===== config.mk =====
export PLATFORM = sky130hd
export DESIGN_NAME = masked_pattern_scan_with_backtrack_flat
export DESIGN_NICKNAME = d
export VERILOG_FILES = /design/src/design/mpsb_pkg.sv /design/src/design/mpsb_if.sv /design/src/design/mpsb_datapath.sv /design/src/design/mpsb_ctrl.sv /design/src/design/masked_pattern_scan_with_backtrack.sv /design/src/flat_wrapper.sv
export SDC_FILE = /design/constraint.sdc
export NUM_CORES = 2
export LEC_CHECK = 0
export BUFFER_PORTS_ARGS = -buffer_cell sky130_fd_sc_hd__buf_4
export CORE_MARGIN = 2
export CORE_UTILIZATION = 45
export DETAILED_ROUTE_END_ITERATION = 8
export GPL_ROUTABILITY_DRIVEN = 0
export MAX_ROUTING_LAYER = met4
export PLACE_DENSITY = 0.66
export SYNTH_ARGS = -nofsm -noshare
export SYNTH_HDL_FRONTEND = slang
export SYNTH_HIERARCHICAL = 1
export SYNTH_MEMORY_MAX_BITS = 65536
export SYNTH_SLANG_ARGS = --single-unit

===== constraint.sdc =====
create_clock -name clk -period 6.55 [get_ports clk]
set_input_delay 0.3275 -clock clk [delete_from_list [all_inputs] [get_ports clk]]
set_output_delay 0.3275 -clock clk [all_outputs]
set_load 0.05 [all_outputs]

===== src/design/mpsb_pkg.sv =====
// ----------------------------------------------------------------------------
// mpsb_pkg: shared types and constants for the masked pattern scan
// Request codes, register indexes, default sizes and the command and
// status bundles passed between controller and datapath.
// ----------------------------------------------------------------------------
package mpsb_pkg;

  localparam int SIG_MAX_DEF       = 32;
  localparam int START_MAX_DEF     = 8;
  localparam int HISTORY_DEPTH_DEF = 512;

  // request codes of an input word
  typedef enum logic [1:0] {
    REQ_LD_SIG   = 2'd0,
    REQ_LD_START = 2'd1,
    REQ_SCAN     = 2'd2,
    REQ_NONE     = 2'd3
  } req_t;

  // configuration register indexes
  localparam logic [1:0] CFG_SIG_LEN   = 2'd0;
  localparam logic [1:0] CFG_START_LEN = 2'd1;
  localparam logic [1:0] CFG_BACK_LIM  = 2'd2;

  // controller to datapath
  typedef struct packed {
    logic ld_sig;
    logic ld_start;
    logic scan_wr;
    logic clr_pos;
    logic j_clr;
    logic j_inc;
    logic i_init;
    logic i_inc;
    logic k_clr;
    logic k_inc;
    logic rd_en;
    logic rd_back;
    logic out_load;
    logic res_found;
    logic res_match;
  } cmd_t;

  // datapath to controller
  typedef struct packed {
    logic enough;
    logic sig_ok;
    logic sig_last;
    logic back_zero;
    logic st_ok;
    logic st_last;
    logic back_end;
  } sts_t;

endpackage


===== src/design/mpsb_if.sv =====
// ----------------------------------------------------------------------------
// mpsb_if: input and result channels of the masked pattern scan
// Valid/ready channels; a word moves when valid and ready are both high.
// ----------------------------------------------------------------------------
interface mpsb_in_if;
  logic       valid;
  logic       ready;
  logic [1:0] req_type;
  logic [4:0] entry_index;
  logic [7:0] byte_value;
  logic [7:0] mask_value;
  logic       last_byte;

  modport source (output valid, req_type, entry_index, byte_value, mask_value,
                  last_byte, input ready);
  modport sink   (input valid, req_type, entry_index, byte_value, mask_value,
                  last_byte, output ready);
endinterface

interface mpsb_out_if;
  logic        valid;
  logic        ready;
  logic        found;
  logic [31:0] start_ofs;
  logic [31:0] match_offset;

  modport source (output valid, found, start_ofs, match_offset, input ready);
  modport sink   (input valid, found, start_ofs, match_offset, output ready);
endinterface


===== src/design/mpsb_datapath.sv =====
// ----------------------------------------------------------------------------
// mpsb_datapath: tables, history memory, counters and result register
// Executes controller commands; reports compare results as status.
// ----------------------------------------------------------------------------
module mpsb_datapath #(
  parameter int SIG_MAX       = mpsb_pkg::SIG_MAX_DEF,
  parameter int START_MAX     = mpsb_pkg::START_MAX_DEF,
  parameter int HISTORY_DEPTH = mpsb_pkg::HISTORY_DEPTH_DEF
) (
  input  logic            clk,
  input  logic            rst_n,
  input  logic            cfg_we,
  input  logic [1:0]      cfg_index,
  input  logic [7:0]      cfg_data,
  input  logic [4:0]      entry_index,
  input  logic [7:0]      byte_value,
  input  logic [7:0]      mask_value,
  input  mpsb_pkg::cmd_t  cmd,
  output mpsb_pkg::sts_t  sts,
  output logic            found,
  output logic [31:0]     start_ofs,
  output logic [31:0]     match_offset
);

  localparam int SIW = (SIG_MAX > 1) ? $clog2(SIG_MAX) : 1;
  localparam int KW  = (START_MAX > 1) ? $clog2(START_MAX) : 1;
  localparam int AW  = $clog2(HISTORY_DEPTH);

  logic [7:0] sig_mem   [SIG_MAX];
  logic [7:0] mask_mem  [SIG_MAX];
  logic [7:0] start_mem [START_MAX];
  logic [7:0] hist      [HISTORY_DEPTH];

  logic [5:0]     sig_cfg_r;
  logic [3:0]     start_cfg_r;
  logic [7:0]     back_r;
  logic [31:0]    pos_r;
  logic [AW-1:0]  wptr_r;
  logic [SIW-1:0] j_r;
  logic [KW-1:0]  k_r;
  logic [7:0]     i_r;
  logic [7:0]     rdata_r;
  logic           held_r;
  logic           found_r;
  logic [31:0]    soff_r;
  logic [31:0]    moff_r;

  logic [6:0]         slen;
  logic [4:0]         plen;
  logic [31:0]        m;
  logic signed [13:0] rd_dist;
  logic               held;
  logic [AW:0]        wide;
  logic [AW:0]        dd;
  logic [AW:0]        addr;

  // clamped lengths
  always_comb begin
    if (sig_cfg_r == 6'd0) slen = 7'd1;
    else if ({1'b0, sig_cfg_r} > 7'(SIG_MAX)) slen = 7'(SIG_MAX);
    else slen = {1'b0, sig_cfg_r};
    if (start_cfg_r == 4'd0) plen = 5'd1;
    else if ({1'b0, start_cfg_r} > 5'(START_MAX)) plen = 5'(START_MAX);
    else plen = {1'b0, start_cfg_r};
  end

  assign m = pos_r - 32'(slen);

  // distance back from the newest byte, and ring address
  always_comb begin
    if (cmd.rd_back) rd_dist = 14'(slen) + 14'(i_r) - 14'(k_r);
    else rd_dist = 14'(slen) - 14'(j_r);
    held = (rd_dist > 14'sd0) && (rd_dist <= 14'(HISTORY_DEPTH));
    wide = {1'b0, wptr_r};
    dd   = (AW+1)'(rd_dist);
    if (wide >= dd) addr = wide - dd;
    else addr = wide + (AW+1)'(HISTORY_DEPTH) - dd;
  end

  // configuration registers
  always_ff @(posedge clk) begin
    if (!rst_n) begin
      sig_cfg_r   <= 6'd1;
      start_cfg_r <= 4'd1;
      back_r      <= 8'd0;
    end else if (cfg_we) begin
      unique case (cfg_index)
        mpsb_pkg::CFG_SIG_LEN:   sig_cfg_r   <= cfg_data[5:0];
        mpsb_pkg::CFG_START_LEN: start_cfg_r <= cfg_data[3:0];
        mpsb_pkg::CFG_BACK_LIM:  back_r      <= cfg_data;
        default: ;
      endcase
    end
  end

  // tables
  always_ff @(posedge clk) begin
    if (cmd.ld_sig && (32'(entry_index) < 32'(SIG_MAX))) begin
      sig_mem[SIW'(entry_index)]  <= byte_value;
      mask_mem[SIW'(entry_index)] <= mask_value;
    end
    if (cmd.ld_start && (32'(entry_index) < 32'(START_MAX)))
      start_mem[KW'(entry_index)] <= byte_value;
  end

  // history memory, registered read
  always_ff @(posedge clk) begin
    if (cmd.scan_wr) hist[wptr_r] <= byte_value;
    if (cmd.rd_en && held) rdata_r <= hist[AW'(addr)];
  end

  // position and write pointer
  always_ff @(posedge clk) begin
    if (!rst_n) begin
      pos_r  <= 32'd0;
      wptr_r <= '0;
    end else if (cmd.clr_pos) begin
      pos_r  <= 32'd0;
      wptr_r <= '0;
    end else if (cmd.scan_wr) begin
      pos_r  <= pos_r + 32'd1;
      wptr_r <= (wptr_r == AW'(HISTORY_DEPTH - 1)) ? '0 : wptr_r + AW'(1);
    end
  end

  // step counters
  always_ff @(posedge clk) begin
    if (cmd.rd_en) held_r <= held;
    if (cmd.j_clr) j_r <= '0;
    else if (cmd.j_inc) j_r <= j_r + SIW'(1);
    if (cmd.k_clr) k_r <= '0;
    else if (cmd.k_inc) k_r <= k_r + KW'(1);
    if (cmd.i_init) i_r <= 8'd1;
    else if (cmd.i_inc) i_r <= i_r + 8'd1;
  end

  // result register
  always_ff @(posedge clk) begin
    if (cmd.out_load) begin
      found_r <= cmd.res_found;
      soff_r  <= cmd.res_found ? (m - 32'(i_r)) : 32'd0;
      moff_r  <= cmd.res_match ? m : 32'd0;
    end
  end

  assign sts.enough    = pos_r >= 32'(slen);
  assign sts.sig_ok    = held_r && ((rdata_r & mask_mem[j_r]) == sig_mem[j_r]);
  assign sts.sig_last  = 7'(j_r) == (slen - 7'd1);
  assign sts.back_zero = (back_r == 8'd0) || (m == 32'd0);
  assign sts.st_ok     = held_r && (rdata_r == start_mem[k_r]);
  assign sts.st_last   = 5'(k_r) == (plen - 5'd1);
  assign sts.back_end  = (i_r == back_r) || (m == 32'(i_r));

  assign found        = found_r;
  assign start_ofs    = soff_r;
  assign match_offset = moff_r;

endmodule


===== src/design/mpsb_ctrl.sv =====
// ----------------------------------------------------------------------------
// mpsb_ctrl: sequencer of the masked pattern scan
// Accepts words, steps the signature compare and the backward search,
// and posts one result word per scan.
// ----------------------------------------------------------------------------
module mpsb_ctrl (
  input  logic           clk,
  input  logic           rst_n,
  input  logic           in_valid,
  output logic           in_ready,
  input  logic [1:0]     req_type,
  input  logic           last_byte,
  output logic           out_valid,
  input  logic           out_ready,
  input  mpsb_pkg::sts_t sts,
  output mpsb_pkg::cmd_t cmd
);

  typedef enum logic [6:0] {
    S_IDLE = 7'b0000001,
    S_CHK  = 7'b0000010,
    S_SRD  = 7'b0000100,
    S_SCMP = 7'b0001000,
    S_BRD  = 7'b0010000,
    S_BCMP = 7'b0100000,
    S_OUT  = 7'b1000000
  } state_t;

  state_t state_r, state_nxt;
  logic   done_r, done_nxt;
  logic   last_r, last_nxt;
  logic   fnd_r, fnd_nxt;
  logic   mat_r, mat_nxt;
  logic   ov_r, ov_nxt;
  logic   acc;
  logic   slot;

  assign in_ready  = (state_r == S_IDLE);
  assign acc       = in_valid && in_ready;
  assign out_valid = ov_r;
  assign slot      = !ov_r || out_ready;

  // next state and commands
  always_comb begin
    state_nxt = state_r;
    done_nxt  = done_r;
    last_nxt  = last_r;
    fnd_nxt   = fnd_r;
    mat_nxt   = mat_r;
    ov_nxt    = ov_r && !out_ready;
    cmd       = '0;
    cmd.res_found = fnd_r;
    cmd.res_match = mat_r;
    unique case (state_r)
      S_IDLE: begin
        if (acc) begin
          unique case (mpsb_pkg::req_t'(req_type))
            mpsb_pkg::REQ_LD_SIG:   cmd.ld_sig = 1'b1;
            mpsb_pkg::REQ_LD_START: cmd.ld_start = 1'b1;
            mpsb_pkg::REQ_SCAN: begin
              if (!done_r) begin
                cmd.scan_wr = 1'b1;
                last_nxt    = last_byte;
                state_nxt   = S_CHK;
              end else if (last_byte) begin
                cmd.clr_pos = 1'b1;
                done_nxt    = 1'b0;
              end
            end
            default: ;
          endcase
        end
      end
      S_CHK: begin
        cmd.j_clr = 1'b1;
        fnd_nxt   = 1'b0;
        mat_nxt   = 1'b0;
        if (sts.enough) state_nxt = S_SRD;
        else if (last_r) state_nxt = S_OUT;
        else state_nxt = S_IDLE;
      end
      S_SRD: begin
        cmd.rd_en = 1'b1;
        state_nxt = S_SCMP;
      end
      S_SCMP: begin
        if (!sts.sig_ok) begin
          if (last_r) state_nxt = S_OUT;
          else state_nxt = S_IDLE;
        end else if (sts.sig_last) begin
          mat_nxt    = 1'b1;
          cmd.i_init = 1'b1;
          cmd.k_clr  = 1'b1;
          if (sts.back_zero) state_nxt = S_OUT;
          else state_nxt = S_BRD;
        end else begin
          cmd.j_inc = 1'b1;
          state_nxt = S_SRD;
        end
      end
      S_BRD: begin
        cmd.rd_en   = 1'b1;
        cmd.rd_back = 1'b1;
        state_nxt   = S_BCMP;
      end
      S_BCMP: begin
        if (sts.st_ok && sts.st_last) begin
          fnd_nxt   = 1'b1;
          state_nxt = S_OUT;
        end else if (sts.st_ok) begin
          cmd.k_inc = 1'b1;
          state_nxt = S_BRD;
        end else if (sts.back_end) begin
          state_nxt = S_OUT;
        end else begin
          cmd.i_inc = 1'b1;
          cmd.k_clr = 1'b1;
          state_nxt = S_BRD;
        end
      end
      S_OUT: begin
        if (slot) begin
          cmd.out_load = 1'b1;
          ov_nxt       = 1'b1;
          done_nxt     = mat_r && !last_r;
          state_nxt    = S_IDLE;
        end
      end
      default: state_nxt = S_IDLE;
    endcase
    // end of image clears the position once the word is finished
    if (last_r && (state_nxt == S_IDLE) && (state_r != S_IDLE)) begin
      cmd.clr_pos = 1'b1;
      done_nxt    = 1'b0;
    end
  end

  always_ff @(posedge clk) begin
    if (!rst_n) begin
      state_r <= S_IDLE;
      done_r  <= 1'b0;
      last_r  <= 1'b0;
      fnd_r   <= 1'b0;
      mat_r   <= 1'b0;
      ov_r    <= 1'b0;
    end else begin
      state_r <= state_nxt;
      done_r  <= done_nxt;
      last_r  <= last_nxt;
      fnd_r   <= fnd_nxt;
      mat_r   <= mat_nxt;
      ov_r    <= ov_nxt;
    end
  end

endmodule


===== src/design/masked_pattern_scan_with_backtrack.sv =====
// ----------------------------------------------------------------------------
// masked_pattern_scan_with_backtrack: masked byte signature scan
// Finds the first masked signature match in an image byte stream and
// searches backward from it for a start pattern.
//
//   channel | dir | payload
//   in_ch   | in  | req_type, entry_index, byte_value, mask_value, last_byte
//   out_ch  | out | found, start_ofs, match_offset
//   cfg_*   | in  | cfg_we, cfg_index, cfg_data
//
// Loads, ignored words and scan bytes after the image result are taken while idle.
// Any other scan byte is written, then checked; each signature byte compared needs
// a history memory read, then a compare, as does each start byte compared during
// the backward search (up to back_limit*start_length compares); a due result is
// posted last. Reset is synchronous; no clearing pass. A result waits in the
// output register; the block stalls only if a second result is due before it goes.
// ----------------------------------------------------------------------------
module masked_pattern_scan_with_backtrack #(
  parameter int SIG_MAX       = mpsb_pkg::SIG_MAX_DEF,
  parameter int START_MAX     = mpsb_pkg::START_MAX_DEF,
  parameter int HISTORY_DEPTH = mpsb_pkg::HISTORY_DEPTH_DEF
) (
  input  logic       clk,
  input  logic       rst_n,
  mpsb_in_if.sink    in_ch,
  mpsb_out_if.source out_ch,
  input  logic       cfg_we,
  input  logic [1:0] cfg_index,
  input  logic [7:0] cfg_data
);

  mpsb_pkg::cmd_t cmd;
  mpsb_pkg::sts_t sts;

  mpsb_ctrl u_ctrl (
    .clk       (clk),
    .rst_n     (rst_n),
    .in_valid  (in_ch.valid),
    .in_ready  (in_ch.ready),
    .req_type  (in_ch.req_type),
    .last_byte (in_ch.last_byte),
    .out_valid (out_ch.valid),
    .out_ready (out_ch.ready),
    .sts       (sts),
    .cmd       (cmd)
  );

  mpsb_datapath #(
    .SIG_MAX       (SIG_MAX),
    .START_MAX     (START_MAX),
    .HISTORY_DEPTH (HISTORY_DEPTH)
  ) u_dp (
    .clk          (clk),
    .rst_n        (rst_n),
    .cfg_we       (cfg_we),
    .cfg_index    (cfg_index),
    .cfg_data     (cfg_data),
    .entry_index  (in_ch.entry_index),
    .byte_value   (in_ch.byte_value),
    .mask_value   (in_ch.mask_value),
    .cmd          (cmd),
    .sts          (sts),
    .found        (out_ch.found),
    .start_ofs    (out_ch.start_ofs),
    .match_offset (out_ch.match_offset)
  );

endmodule

===== src/flat_wrapper.sv =====
// flat-port wrapper written by rule: the top's interface ports become plain ports
module masked_pattern_scan_with_backtrack_flat 
#(
  parameter int SIG_MAX       = mpsb_pkg::SIG_MAX_DEF,
  parameter int START_MAX     = mpsb_pkg::START_MAX_DEF,
  parameter int HISTORY_DEPTH = mpsb_pkg::HISTORY_DEPTH_DEF
)
  (clk, rst_n, cfg_we, cfg_index, cfg_data, in_ch_valid, in_ch_req_type, in_ch_entry_index, in_ch_byte_value, in_ch_mask_value, in_ch_last_byte, in_ch_ready, out_ch_valid, out_ch_found, out_ch_start_ofs, out_ch_match_offset, out_ch_ready);
  mpsb_in_if in_ch_i ();
  mpsb_out_if out_ch_i ();
  input  logic clk;
  input  logic rst_n;
  input  logic cfg_we;
  input  logic [1:0] cfg_index;
  input  logic [7:0] cfg_data;
  input wire logic [$bits(in_ch_i.valid)-1:0] in_ch_valid;
  input wire logic [$bits(in_ch_i.req_type)-1:0] in_ch_req_type;
  input wire logic [$bits(in_ch_i.entry_index)-1:0] in_ch_entry_index;
  input wire logic [$bits(in_ch_i.byte_value)-1:0] in_ch_byte_value;
  input wire logic [$bits(in_ch_i.mask_value)-1:0] in_ch_mask_value;
  input wire logic [$bits(in_ch_i.last_byte)-1:0] in_ch_last_byte;
  output wire logic [$bits(in_ch_i.ready)-1:0] in_ch_ready;
  output wire logic [$bits(out_ch_i.valid)-1:0] out_ch_valid;
  output wire logic [$bits(out_ch_i.found)-1:0] out_ch_found;
  output wire logic [$bits(out_ch_i.start_ofs)-1:0] out_ch_start_ofs;
  output wire logic [$bits(out_ch_i.match_offset)-1:0] out_ch_match_offset;
  input wire logic [$bits(out_ch_i.ready)-1:0] out_ch_ready;
  assign in_ch_i.valid = in_ch_valid;
  assign in_ch_i.req_type = in_ch_req_type;
  assign in_ch_i.entry_index = in_ch_entry_index;
  assign in_ch_i.byte_value = in_ch_byte_value;
  assign in_ch_i.mask_value = in_ch_mask_value;
  assign in_ch_i.last_byte = in_ch_last_byte;
  assign in_ch_ready = in_ch_i.ready;
  assign out_ch_valid = out_ch_i.valid;
  assign out_ch_found = out_ch_i.found;
  assign out_ch_start_ofs = out_ch_i.start_ofs;
  assign out_ch_match_offset = out_ch_i.match_offset;
  assign out_ch_i.ready = out_ch_ready;
  masked_pattern_scan_with_backtrack #(.SIG_MAX(SIG_MAX), .START_MAX(START_MAX), .HISTORY_DEPTH(HISTORY_DEPTH)) u_core (.clk(clk), .rst_n(rst_n), .in_ch(in_ch_i), .out_ch(out_ch_i), .cfg_we(cfg_we), .cfg_index(cfg_index), .cfg_data(cfg_data));
endmodule

## Word-level counts from Yosys, hierarchy flattened

Memory sizes are Yosys's and may differ from the RTL's. A register that Yosys moved wholly into a read port is not among the register bits.
Index checks and enable logic that the tools add are counted.

- Add/sub/neg operators: 15
- Magnitude comparators: 7
- Eq/ne operators: 26
- Muxes and demuxes: 71
- Bitwise gates (word level): 3
- Reductions and logical operators: 36

Operators with widths:

| cell | number |
|---|---|
| $mux 7 | 13 |
| $pmux 7 s7 | 1 |
| $mux 1 | 33 |
| $add 32x1->32 const B | 1 |
| $eq 32x8->1 | 1 |
| $ge 32x7->1 | 1 |
| $logic_not 32->1 | 1 |
| $sub 32x7->32 | 1 |
| $sub 32x8->32 | 1 |
| $eq 8x8->1 | 3 |
| $mux 5 | 4 |
| $add 9x1->9 const B | 2 |
| $mux 9 | 2 |
| $sub 9x9->9 | 2 |
| $mux 4 | 4 |
| $eq 7x1->1 const B | 2 |
| $gt 14x1->1 const B | 1 |
| $le 14x11->1 const B | 1 |
| $mux 14 | 1 |
| $logic_and 1x1->1 | 11 |
| $ge 9x10->1 | 1 |
| $mux 2 | 5 |
| $sub 9x3->10 | 1 |
| $add 7x8->9 | 1 |
| other kinds (39) | 64 |

- Bits in registers: 153
- Bits in writable memories: 4,672
- Logic and storage cells: 180
- Memories kept: 4

Memories:

| memory | depth | bits a word | rd ports | clocked after Yosys merged registers in | write ports | line | RTL |
|---|---|---|---|---|---|---|---|
| u_core.u_dp.hist | 512 | 8 | 1 | 1 | 1 | mpsb_datapath.sv:32 | `logic [7:0] hist [HISTORY_DEPTH];` |
| u_core.u_dp.mask_mem | 32 | 8 | 1 | 1 | 1 | mpsb_datapath.sv:30 | `logic [7:0] mask_mem [SIG_MAX];` |
| u_core.u_dp.sig_mem | 32 | 8 | 1 | 1 | 1 | mpsb_datapath.sv:29 | `logic [7:0] sig_mem [SIG_MAX];` |
| u_core.u_dp.start_mem | 8 | 8 | 1 | 1 | 1 | mpsb_datapath.sv:31 | `logic [7:0] start_mem [START_MAX];` |

## Logic depth before layout (Yosys ltp)

- Depth after elaboration: 15
- Mapped depth: 25

## Modules after synthesis

The synthesis kept the hierarchy.

By module, submodules not included:

| module | instances | cells each | area an instance (µm²) |
|---|---|---|---|
| mpsb_datapath | 1 | 9,035 | 190,113.6 |
| mpsb_ctrl | 1 | 97 | 815.8 |

## Least setup slack after synthesis

OpenSTA, ideal clock, no wires.

- Kind: reg2reg
- From: reg u_core.u_dp.sig_cfg_r[1]
- To: reg u_core.u_dp.rdata_r[5], read port of u_core.u_dp.hist (data pin)
- Arrival: 5.046 ns
- Data required time: 6.281 ns
- Path slack: 1.234 ns
- Cell stages (with the launch flop): 22
- Clock period less this slack: 5.316 ns
- Cells stage by stage: dfxtp_1 buf_2 nor4_1 o21a_1 xor2_1 ha_1 inv_1 fa_1 nand2_1 o21ai_0 fa_1 buf_2 buf_4 buf_2 buf_2 clkbuf_1 mux4_2 mux4_2 mux2i_1 o32ai_1 a311oi_1 o22ai_1

- Longest elaborated chain between the ends: 9

Ends and longest elaborated chain:

| what | line | RTL |
|---|---|---|
| start: declaration | mpsb_datapath.sv:34 | `logic [5:0] sig_cfg_r;` |
| start signal: assignment | mpsb_datapath.sv:88 | `mpsb_pkg::CFG_SIG_LEN: sig_cfg_r <= cfg_data[5:0];` |
| $gt 6x6->1 | mpsb_datapath.sv:60 | `else if ({1'b0, sig_cfg_r} > 7'(SIG_MAX)) slen = 7'(SIG_MAX);` |
| $mux 6 | mpsb_datapath.sv:60 |  |
| $mux 7 (*) | mpsb_datapath.sv:59 | `if (sig_cfg_r == 6'd0) slen = 7'd1;` |
| $add 7x8->9 | mpsb_datapath.sv:71 | `if (cmd.rd_back) rd_dist = 14'(slen) + 14'(i_r) - 14'(k_r);` |
| $sub 9x3->10 | mpsb_datapath.sv:71 |  |
| $mux 14 (*) | mpsb_datapath.sv:71 |  |
| $gt 14x1->1 or $le 14x11->1 (tied branches) | mpsb_datapath.sv:73 | `held = (rd_dist > 14'sd0) && (rd_dist <= 14'(HISTORY_DEPTH));` |
| $logic_and 1x1->1 | mpsb_datapath.sv:73 |  |
| $logic_and 1x1->1 | mpsb_datapath.sv:109 | `if (cmd.rd_en && held) rdata_r <= hist[AW'(addr)];` |
| end: declaration | mpsb_datapath.sv:42 | `logic [7:0] rdata_r;` |

Every way passes the cells marked *; elsewhere a longest branch is shown, timed or not.
A chain may end at the register's enable or synchronous reset.

## Worst setup path in the final report

- From: reg u_core.u_dp.sig_cfg_r[1]
- To: reg u_core.u_dp.rdata_r[3], read port of u_core.u_dp.hist (data pin)

The elaborated chain is that of the path after synthesis.

==> metrics <==
run status=finished, violations left; failing checks=capacitance limit, slew limit; Reg2Reg Setup Slack=0.21 ns; clock buffer depth=4; H-tree levels=5; Synth Flop Type=edfxtp_1; Yosys top cell area share=74.64%; WHS=0.09471 ns; I/O pin count=106; post-synth cell types=90; Crit Path Max Fanout=30; clock slew at reported path FFs=0.06 ns; Setup crit end=u_core/u_dp/rdata_r[3]; clock sink count=just under 5000; die area=0.4295 mm^2; P_leak=approximately 68 nW; most common cell in the netlist=edfxtp_1; Post-DP Area=0.2018 mm^2; Post-Syn Area=~0.19 mm^2; Post-synth top cells=edfxtp_1, mux4_2, nor2_1, nand2_1, buf_2; Synth Instances=9132; root buf cell=clkbuf_16; peak supply drop=0.0003231 V; Area contributors post-synth=edfxtp_1, mux4_2, nor2_1; vias per std cell=6.028; max incr delay on CP=0.84 ns; global-route wire length before repair=a little under 700 mm; CP Launch Point=u_core/u_dp/sig_cfg_r[1]; max cap viols=1; Final ANT Viol Nets=0; Reg2Reg Launch Point=u_core/u_dp/sig_cfg_r[1]; Max-slew headroom=-5.308%; Inserted Clock Buffers=470; Chip Height=655.4 um; period utilization=96.82%; Tot GR Track Use=~22%; CTS tree=done; vias in the first global route=94850; gr ovfl total=0; Rows=roughly 240; Vias=95230; Mapped Nets=9226; Async SR Flop Fraction=0%; Syn. warnings=6; largest net degree at the start of global routing=between 200 and 250; chip width=655.4 um; worst endpoint required time=around 7.3 ns; Power Density=331.2 mW/mm^2; Final Hold Viols=0; clock latency on the worst-skew pair=between 1 and 1.5 ns; share of layout cells above drive strength 1=around 27%; final non-filler cell total=15800; Synth area leader=edfxtp_1; post-synthesis sequential area ratio=75.64%; CP endpoint kind=flip-flop; Worst setup SP type=flip-flop; Post-Route WL=about 470 mm; Worst Path Arrival=7.10 ns; nets@finish=9834; most used cell along the critical path=buf_4; slowest stage cell on the critical path=fa_4; Tightest Pin Transition=1.576 ns; initial antenna violation count=12; wire length per cell=29.99 um; fmax=157.7 MHz; placed cells=14880; Setup CP Type=reg -> reg; r2r worst-path depth=23; hold crit path type=in -> reg; critical path cell sequence=nor4_1 > buf_4 > o21a_1 > xor2_1 > ha_1 > inv_1 > fa_1 > nand2_1 > o21ai_0 > buf_4 > fa_4 > buf_16 > buf_16 > buf_12 > buf_12 > mux4_2 > mux4_2 > nor2_1 > buf_4 > nor3_1 > a221oi_2 > buf_4 > a31oi_1; post-route cell area=0.2178 mm^2; first-pass iteration count of the detailed router=6; endpoints failing setup=0; Final min period=6.342 ns; EDFF count, synth=4746; DR iter-0 viols=12080; DR DRC count=0; Yosys reg bits=4841; Area Growth Syn to Fin=14.05%; worst reg2reg path endpoint=u_core/u_dp/rdata_r[3]; hpwl dp=289.4 mm; Initial Utilization=between 40% and 50%; I/O Buffers=105; core area=about 0.42 mm^2; max-slew violations=6; clock skew=0.06249 ns; syn_area_per_cell=20.91 um^2
cell type report:
| cell class | count | area [um^2] |
|---|---|---|
| Sequential cell | 4841 | 144400 |
| Tap cell | 5663 | 7086 |
| Fill cell | 32390 | 205400 |
| Clock buffer | 558 | 12260 |
| Multi-Input combinational cell | 3700 | 44120 |
| Inverter | 53 | 198.9 |
| Timing Repair Buffer | 674 | 6625 |
| Antenna cell | 6 | 15.01 |
| Clock inverter | 304 | 3018 |
per-stage QoR:
step / power, mW / worst slack [ns] / TNS (ns) / utilization, %
5_1_grt: 74.01 / -0.03430 / -0.03430 / 51.46
4_1_cts: 72.39 / 0.04692 / 0 / 51.41
6_report: 72.11 / 0.2081 / 0 / 51.46
3_3_place_gp: 45.63 / -0.1595 / -0.2928 / 47.69
2_1_floorplan: 40.64 / 1.234 / 0 / -
3_5_place_dp: 45.72 / -0.09741 / -0.1792 / 47.69
metal layers:
metal | global-route usage (%) | part of all wire, %
met5 | - | 0
met2 | 35.31 | 48
met3 | 3.917 | 9.2
met4 | 5.957 | 3.1
met1 | 30.50 | 39
worst min path at each step:
stage | cells after the start | start | end
2_1_floorplan | 1 | rst_n | u_core/u_ctrl/state_r[0]
3_3_place_gp | 2 | u_core/u_dp/start_cfg_r[0] | u_core/u_dp/start_cfg_r[0]
3_5_place_dp | 2 | u_core/u_dp/start_cfg_r[0] | u_core/u_dp/start_cfg_r[0]
4_1_cts | 4 | in_ch_entry_index[4] | u_core/u_dp/mask_mem[7][5]
5_1_grt | 3 | in_ch_entry_index[0] | u_core/u_dp/start_mem[5][1]
6_report | 3 | in_ch_entry_index[0] | u_core/u_dp/start_mem[5][1]
logic make-up (layout without fill, tap and decap cells):
logic type	count (synthesis)	in the layout	synth area share, %
flops	4841	4841	75.64
compound gates	392	392	1.409
mux	1477	1477	16.54
xor+xnor	153	153	0.7136
fa+ha+maj	55	55	0.3879
buf+inv	591	1589	1.466
simple gates	1623	1623	3.847
other cells	0	6	0
layout by cell type (no fill, tap or decap), types with 56 or more instances in the layout:
| cell | synthesis | routed |
|---|---|---|
| dfxtp_1 | 95 | 92 |
| buf_4 | 69 | 512 |
| nor4_1 | 62 | 56 |
| buf_12 | 0 | 103 |
| clkinv_2 | 0 | 89 |
| clkinv_1 | 1 | 111 |
| a21oi_1 | 100 | 97 |
| o22ai_1 | 59 | 59 |
| mux4_2 | 1341 | 1341 |
| edfxtp_1 | 4746 | 4746 |
| nand3_1 | 58 | 56 |
| nor2_1 | 721 | 720 |
| mux2i_1 | 127 | 124 |
| clkbuf_16 | 0 | 478 |
| xnor2_1 | 96 | 90 |
| clkbuf_1 | 196 | 79 |
| nand2_1 | 421 | 405 |
| nor3_1 | 68 | 65 |
registers in the layout, summed over array words and instances, names as in the netlist, 9 cells and up, named ones only:
signal / cells
u_core/u_dp/pos_r: 32
u_core/u_dp/wptr_r: 9
u_core/u_dp/start_mem: 64
u_core/u_dp/mask_mem: 256
u_core/u_dp/sig_mem: 256
u_core/u_dp/hist: 4096
u_core/u_dp/match_offset: 32
u_core/u_dp/start_ofs: 32
critical path, delay by kind of cell, from the launching register on:
family | cells | cell delay, ns
compound gates | 4 | 0.60
xor+xnor | 1 | 0.17
fa+ha+maj | 3 | 1.51
buf+inv | 9 | 1.63
flops | 1 | 0.32
mux | 2 | 1.12
simple gates | 4 | 0.67
power breakdown:
group	switching, mW	internal, mW
logic	6.48	4.74
registers	0.0321	34.0
clock network	11.4	15.4
repair_timing:
item,4_1_cts,5_1_grt
resized for setup,4,27
pin swaps,0,2
hold endpoints to repair,1073,0
endpoints found under the setup margin,5,9
buffers inserted,0,3
cloned,0,1
hold buffers,43,0
(Power assumes the default switching activity.)
